`config.mk`:
```
export PLATFORM = sky130hd
export DESIGN_NAME = rpa_ctl
export DESIGN_NICKNAME = d
export VERILOG_FILES = /design/src/rtl/core/rpa_pkg.sv /design/src/rtl/core/rpa_ctl.sv
export SDC_FILE = /design/constraint.sdc
export NUM_CORES = 1
export LEC_CHECK = 0
export BUFFER_PORTS_ARGS = -buffer_cell sky130_fd_sc_hd__buf_2
export CAP_MARGIN = 20
export CORE_MARGIN = 3
export CORE_UTILIZATION = 40
export DETAILED_ROUTE_END_ITERATION = 7
export PLACE_DENSITY_LB_ADDON = 0.3
export SLEW_MARGIN = 20
export SYNTH_ARGS = -nofsm -noshare
export SYNTH_HDL_FRONTEND = slang
export SYNTH_SLANG_ARGS = --single-unit
```
`constraint.sdc`:
```
create_clock -name aclk -period 1.4 [get_ports aclk]
set_clock_uncertainty 0.1 [all_clocks]
set_input_delay 0.07 -clock aclk [delete_from_list [all_inputs] [get_ports aclk]]
set_output_delay 0.07 -clock aclk [all_outputs]
set_load 0.02 [all_outputs]
```
`src/rtl/core/rpa_pkg.sv`:
```
// Shared constants, types and helpers for the record pool allocator.
// No dependencies; every other file of the block imports this package.
package rpa_pkg;

    localparam int CAPACITY    = 256;
    localparam int IDX_W       = $clog2(CAPACITY);
    localparam int LINK_W      = 9;
    localparam int CNT_W       = 9;
    localparam int CLASS_W     = 8;
    localparam int CLASS_CMP_W = 5;
    localparam int KIND_W      = 2;
    localparam int STAT_W      = 2;
    localparam int CFG_ADDR_W  = 1;
    localparam int CFG_DATA_W  = 9;

    localparam logic [LINK_W-1:0] NONE = LINK_W'(CAPACITY);

    // operation kinds
    localparam logic [KIND_W-1:0] KIND_RESET = 2'd0;
    localparam logic [KIND_W-1:0] KIND_ALLOC = 2'd1;
    localparam logic [KIND_W-1:0] KIND_FREE  = 2'd2;

    // result status codes
    localparam logic [STAT_W-1:0] STAT_OK      = 2'd0;
    localparam logic [STAT_W-1:0] STAT_FAULTED = 2'd1;
    localparam logic [STAT_W-1:0] STAT_BAD     = 2'd2;
    localparam logic [STAT_W-1:0] STAT_REFUSED = 2'd3;

    // configuration register indexes
    localparam logic [CFG_ADDR_W-1:0] REG_RESERVED_CLASS = 1'd0;
    localparam logic [CFG_ADDR_W-1:0] REG_RESERVE_COUNT  = 1'd1;

    typedef struct packed {
        logic load_item;
        logic sweep_wr;
        logic sweep_end;
        logic alloc_pop;
        logic alloc_link;
        logic free_rd;
        logic free_unlink;
        logic free_push;
        logic set_fault;
    } ctl_cmd_t;

    typedef struct packed {
        logic refuse;
        logic handle_bad;
        logic fault;
        logic live;
        logic sweep_last;
    } dp_stat_t;

    typedef struct packed {
        logic [CNT_W-1:0]  free_total;
        logic [LINK_W-1:0] head;
        logic [LINK_W-1:0] tail;
        logic [LINK_W-1:0] alloc_slot;
    } dp_view_t;

    typedef struct packed {
        logic              load_out;
        logic [STAT_W-1:0] status;
        logic              slot_ok;
    } ctl_out_t;

    function automatic logic in_pool(input logic [LINK_W-1:0] v);
        return v < LINK_W'(CAPACITY);
    endfunction

    // any link that is not a slot index reads as none
    function automatic logic [LINK_W-1:0] norm_link(input logic [LINK_W-1:0] v);
        return in_pool(v) ? v : NONE;
    endfunction

endpackage

```
`src/rtl/core/rpa_ctl.sv`:
```
// Controller: sequences reset sweep, allocate and free over the datapath.
// Uses rpa_pkg; talks to rpa_datapath through ctl_cmd_t / dp_stat_t.
module rpa_ctl
    import rpa_pkg::*;
(
    input  logic              aclk,
    input  logic              aresetn,
    input  logic              in_valid,
    input  logic [KIND_W-1:0] in_kind,
    output logic              in_ready,
    input  logic              out_free,
    input  dp_stat_t          stat,
    output ctl_cmd_t          cmd,
    output ctl_out_t          oc
);

    localparam logic [3:0] ST_IDLE   = 4'd0;
    localparam logic [3:0] ST_SWEEP  = 4'd1;
    localparam logic [3:0] ST_ALLOC  = 4'd2;
    localparam logic [3:0] ST_ALLOC2 = 4'd3;
    localparam logic [3:0] ST_ALLOC3 = 4'd4;
    localparam logic [3:0] ST_FREE   = 4'd5;
    localparam logic [3:0] ST_FREE2  = 4'd6;
    localparam logic [3:0] ST_FREE3  = 4'd7;
    localparam logic [3:0] ST_DONE   = 4'd8;

    logic [3:0]        state_reg;
    logic [3:0]        state_next;
    logic [STAT_W-1:0] status_reg;
    logic [STAT_W-1:0] status_next;
    logic              slot_ok_reg;
    logic              slot_ok_next;
    logic              accept;

    assign in_ready = (state_reg == ST_IDLE) || ((state_reg == ST_DONE) && out_free);
    assign accept   = in_valid && in_ready;

    always_comb begin
        state_next   = state_reg;
        status_next  = status_reg;
        slot_ok_next = slot_ok_reg;
        cmd          = '0;
        oc.load_out  = 1'b0;
        oc.status    = status_reg;
        oc.slot_ok   = slot_ok_reg;

        case (state_reg)
            ST_IDLE: ;
            ST_SWEEP: begin
                cmd.sweep_wr = 1'b1;
                if (stat.sweep_last) begin
                    cmd.sweep_end = 1'b1;
                    state_next    = ST_DONE;
                end
            end
            ST_ALLOC: begin
                // the free head entry is read every cycle
                if (stat.refuse) begin
                    status_next = STAT_REFUSED;
                    state_next  = ST_DONE;
                end else begin
                    state_next = ST_ALLOC2;
                end
            end
            ST_ALLOC2: begin
                cmd.alloc_pop = 1'b1;
                state_next    = ST_ALLOC3;
            end
            ST_ALLOC3: begin
                cmd.alloc_link = 1'b1;
                slot_ok_next   = 1'b1;
                state_next     = ST_DONE;
            end
            ST_FREE: begin
                if (stat.fault) begin
                    status_next = STAT_FAULTED;
                    state_next  = ST_DONE;
                end else if (stat.handle_bad) begin
                    cmd.set_fault = 1'b1;
                    status_next   = STAT_BAD;
                    state_next    = ST_DONE;
                end else begin
                    cmd.free_rd = 1'b1;
                    state_next  = ST_FREE2;
                end
            end
            ST_FREE2: begin
                if (!stat.live) begin
                    cmd.set_fault = 1'b1;
                    status_next   = STAT_BAD;
                    state_next    = ST_DONE;
                end else begin
                    cmd.free_unlink = 1'b1;
                    state_next      = ST_FREE3;
                end
            end
            ST_FREE3: begin
                cmd.free_push = 1'b1;
                state_next    = ST_DONE;
            end
            ST_DONE: begin
                if (out_free) begin
                    oc.load_out = 1'b1;
                    state_next  = ST_IDLE;
                end
            end
            default: state_next = ST_IDLE;
        endcase

        // a new transaction may start in the same cycle the result leaves
        if (accept) begin
            cmd.load_item = 1'b1;
            status_next   = STAT_OK;
            slot_ok_next  = 1'b0;
            case (in_kind)
                KIND_RESET: state_next = ST_SWEEP;
                KIND_ALLOC: state_next = ST_ALLOC;
                KIND_FREE:  state_next = ST_FREE;
                default:    state_next = ST_DONE;
            endcase
        end
    end

    always_ff @(posedge aclk) begin
        if (!aresetn) begin
            state_reg   <= ST_IDLE;
            status_reg  <= STAT_OK;
            slot_ok_reg <= 1'b0;
        end else begin
            state_reg   <= state_next;
            status_reg  <= status_next;
            slot_ok_reg <= slot_ok_next;
        end
    end

endmodule

```
==> results.md, run 1 <==
- Status: did not finish
- Stopped at: 5_1_grt
- Stop err: [ERROR DPL-0038] Utilization greater than 100%, impossible to legalize
- Mean post-synth cell area: 8.24 um^2
- Ranking of synthesized cells by area: dfxtp_1 (25%), nor2_1 (6.8%), nand2b_1 (4.5%)
- Net Count, Synth: 78
- GRT worst endpoint: state_reg[2]$_SDFFE_PN0P_/D
- Pre-CTS setup slack: -234 ps
- Ports: 25
- Mapped Area: 552 um^2
- Sequential-to-total area share from yosys stat: 25.4%
- Largest family of logic cells by synthesized area: simple AND/OR/NAND/NOR gates
- Clock root cell: clkbuf_4
- CTS buffer count: 3
- Seq cells post-synth: 7
- YS warnings: 0
- Starting density of the core: 45.9%
- DP HPWL: 1280 um
- Synth top area share: 25.4%
- FP Rows: 12
- Clk buf depth: 2
- Die Y: 43.1 um
- Clock Sink Count: 7
- Post-Synth XOR/XNOR Area: 1.59%
- Synth Area in Compound Gates: 19.3%
- Most used DFF post-synth: dfxtp_1
- Most frequent cell after synthesis: nor2_1
- Worst-path end type: register data pin
- Netlist cell types: 35
- Pin count of the biggest net entering global routing: 7
- Area leader, netlist: dfxtp_1
- Adder-Cell Fraction of Synth Area: 0%
- Port-buffer cells: 24
- Die W: 43.1 um
- Async SR Flop Fraction: 0%
- Synth cell count leaders: nor2_1 (10), dfxtp_1 (7), nand2b_1 (4)
- Mux contribution to synthesized area: 3.85%
- Routability cong.: 0.835
- Post-synthesis simple-gate area fraction: 42.0%
- Post-synth EDFFs: 0
- H-tree levels: 1
- Gate Count Post-Synth: 67
## cells by family after synthesis
group,Yosys count
xor+xnor,1
buf+inv,8
simple gates,35
flops,7
mux,2
compound gates,14
## repair_timing
action	CTS
pin swaps	12
hold buffers	3
setup buffers	14
gates cloned	0
setup endpoints to repair	18
gates resized for setup	36
hold endpoints to repair	3
## through the flow
stage	cell area [um^2]	hold WS (ps)	TNS (ps)	std cells
4_1_cts	1090	37.0	-2070	137
3_5_place_dp	806	238	-1470	116
3_3_place_gp	806	228	-1330	116
2_1_floorplan	589	53.9	-660	67
==> inputs of run 2 (changes only) <==
--- a/config.mk
+++ b/config.mk
@@ -7,10 +7,10 @@
 export LEC_CHECK = 0
 export BUFFER_PORTS_ARGS = -buffer_cell sky130_fd_sc_hd__buf_2
 export CAP_MARGIN = 20
-export CORE_MARGIN = 3
-export CORE_UTILIZATION = 40
+export CORE_AREA = 3 3 64 66
 export DETAILED_ROUTE_END_ITERATION = 7
-export PLACE_DENSITY_LB_ADDON = 0.3
+export DIE_AREA = 0 0 67 69
+export PLACE_DENSITY_LB_ADDON = 0.15
 export SLEW_MARGIN = 20
 export SYNTH_ARGS = -nofsm -noshare
 export SYNTH_HDL_FRONTEND = slang
==> constraint.sdc (replaced) <==
create_clock -name aclk -period 1.8 [get_ports aclk]
set_clock_uncertainty 0.1 [all_clocks]
set_input_delay 0.09 -clock aclk [delete_from_list [all_inputs] [get_ports aclk]]
set_output_delay 0.09 -clock aclk [all_outputs]
set_load 0.02 [all_outputs]
==> results.md, run 2 <==
- Status: finished, final reports clean
- Hold Path Stages: 2
- Gate Count Post-Synth: 67 (unchanged)
- Ant. Diodes: 0
- Max Cap Viol: 0
- Netlist cell types: 35 (unchanged)
- Synth Area in Compound Gates: 19.3% (unchanged)
- Worst Hold Class: in2reg
- Largest family of logic cells by synthesized area: simple AND/OR/NAND/NOR gates
- Routability cong.: 0.756 (-9.5%)
- Clk_lat worst skew: 220 ps
- Clk buf depth: 2 (unchanged)
- Tmin final: 1710 ps
- Synth cell count leaders: nor2_1 (10), dfxtp_1 (7), nand2b_1 (4)
- Clock Sink Count: 7 (unchanged)
- Area leader, netlist: dfxtp_1
- Ports: 25 (unchanged)
- Gr ovfl total: 0
- Synth top area share: 25.4% (unchanged)
- Area delta synth->final: 45.8%
- CP startpoint kind: register
- Vias/cell: 3.99
- FP Rows: 22 (+10)
- Clock slew at reported path FFs: 40 ps
- First-pass GRT wire length: 2620 um
- Wire length on met3: 71 um
- Slew of the pin with the lowest slew margin: 435 ps
- Net Count, Synth: 78 (unchanged)
- Post-synth EDFFs: 0 (unchanged)
- Die Y: 69 um (+60%)
- CP required: 1610 ps
- Switching part of the total power: 27.0%
- Reg-to-Reg Start: state_reg[3]
- Most used DFF post-synth: dfxtp_1
- RSZ-0062 raised after global routing: no
- CP Capture Type: output pin
- Post-Synth XOR/XNOR Area: 1.59% (unchanged)
- Final non-filler cell total: 145
- DP HPWL: 1330 um (+3.8%)
- Mux contribution to synthesized area: 3.85% (unchanged)
- Share of cells above drive strength 1: 47.4%
- Setup CP Type: reg2out
- DIE AREA: 4620 um^2
- Adder-Cell Fraction of Synth Area: 0% (unchanged)
- Register-to-Register Path Depth: 4
- Met2 wire length: 826 um
- Crit path DAT: 1520 ps
- Leakage: 0.364 nW
- Slew margin rel.: 70.8%
- Clock root cell: clkbuf_8
- DRT Wirelength: 1560 um
- Ranking of synthesized cells by area: dfxtp_1 (25%), nor2_1 (6.8%), nand2b_1 (4.5%)
- TritonCTS clock tree: built
- DRC Markers: 0
- Die W: 67 um (+55%)
- Core ar.: 3630 um^2
- Post-synthesis simple-gate area fraction: 42.0% (unchanged)
- Final setup fails: 0
- Commonest non-fill, non-tap cell in the layout: buf_2
- H-tree levels: 1 (unchanged)
- Register Area: 143 um^2
- Cell Area, Placed: 744 um^2 (-7.6%)
- TritonRoute pass-1 iters: 2
- Post-route clock period utilization: 94.8%
- Power Density: 637 nW/um^2
- Layout filler cell count: 416
- Worst VDD drop: 108 uV
- Leading cell types in the layout, fill and taps excluded: buf_2 (24), nor2_1 (9), buf_4 (6)
- Final Total Pwr: 512 uW
- Switch Pwr: 138 uW
- Flip-flop count of the largest register after layout: 4
- Setup crit start: state_reg[2]
- Power share of the clock group: 42.0%
- Fmax: 586 MHz
- Mean post-synth cell area: 8.24 um^2 (unchanged)
- Comb pwr share: 24.4%
- Fin area: 805 um^2
- Sequential-to-total area share from yosys stat: 25.4% (unchanged)
- Mapped Area: 552 um^2 (unchanged)
- Vias in the first global route: 572
- Setup tns final: 0 ps
- Met1 wire length: 640 um
- Multi-input logic area: 370 um^2
- Final Hold Slack: 17.5 ps
- Final nets: 109
- Port-buffer cells: 24 (unchanged)
- Hold Fails Final Rpt: 0
- DR iter-0 viols: 18
- Starting density of the core: 15.2% (-31 points)
- Wirelength per Cell: 10.7 um
- Most frequent cell after synthesis: nor2_1
- Antenna Nets Post-Route: 0
- CP Max Fanout: 9
- Via count: 578
- Seq cells post-synth: 7 (unchanged)
- YS warnings: 0 (unchanged)
- Slew Viols, Final: 0
- Antenna violations before repair: 0
- GRT Util Overall: 7.30%
- HP Start: aresetn
- Async SR Flop Fraction: 0% (unchanged)
- DP Cell Count: 140 (+21%)
- Int Pwr: 374 uW
- Seq pwr share: 33.6%
- CTS buffer count: 3 (unchanged)
- Pin count of the biggest net entering global routing: 10
- Top sig layer: met4
run 2: stage by stage:
stage	setup slack, ps	utilization (%)
global route	8.80	22.1
floorplan	46.4	-
detailed placement	118	20.5
CTS	31.3	22.0
finish	94.3	22.1
global placement	128	20.5
run 2: layout make-up:
type,count,share of cell area (%)
multi-input combinational,52,46.0
clock buffer,4,5.60
tap,48,7.47
sequential,7,17.7
inverter,3,1.40
timing repair buffer,31,21.8
run 2: cell families after synthesis:
| family | count (synthesis) |
|---|---|
| multiplexers | 2 |
| AO/OA/AOI/OAI | 14 |
| XOR/XNOR | 1 |
| flip-flops | 7 |
| AND/OR/NAND/NOR | 35 |
| buffers and inverters | 8 |
run 2: path summary, 6_finish.rpt:
check,end,slack [ps]
worst min-delay path,state_reg[0],20
worst min register to register,slot_ok_reg,360
worst max register to register,status_reg[1],150
worst max-delay path,cmd[8],90
run 2: routing by layer:
layer / track usage (%) / vias up
met5: 0 / -
met4: 5.63 / 0
met3: 1.63 / 2
met2: 12.0 / 10
met1: 7.80 / 264
li1: - / 302
run 2: critical path, cell delays in order (launching register included):
cell and delay (ps):
dfxtp_1 310, buf_4 160, or3_4 390, nor3b_2 230
buf_2 200
run 2: power groups by stage:
stage / clock (mW) / combinational, mW / sequential [mW]
4_1_cts: 0.224 / 0.126 / 0.172
2_1_floorplan: 0 / 0.0852 / 0.170
5_1_grt: 0.238 / 0.137 / 0.174
3_5_place_dp: 0 / 0.124 / 0.174
3_3_place_gp: 0 / 0.128 / 0.174
6_report: 0.215 / 0.125 / 0.172
run 2: what timing repair did:
action / CTS / global route
resized for setup: 0 / 3
setup endpoints to repair: 0 / 2
hold buffers: 1 / 0
endpoints found under the hold margin: 1 / 0
buffers inserted: 0 / 0
(Power assumes the default switching activity.)
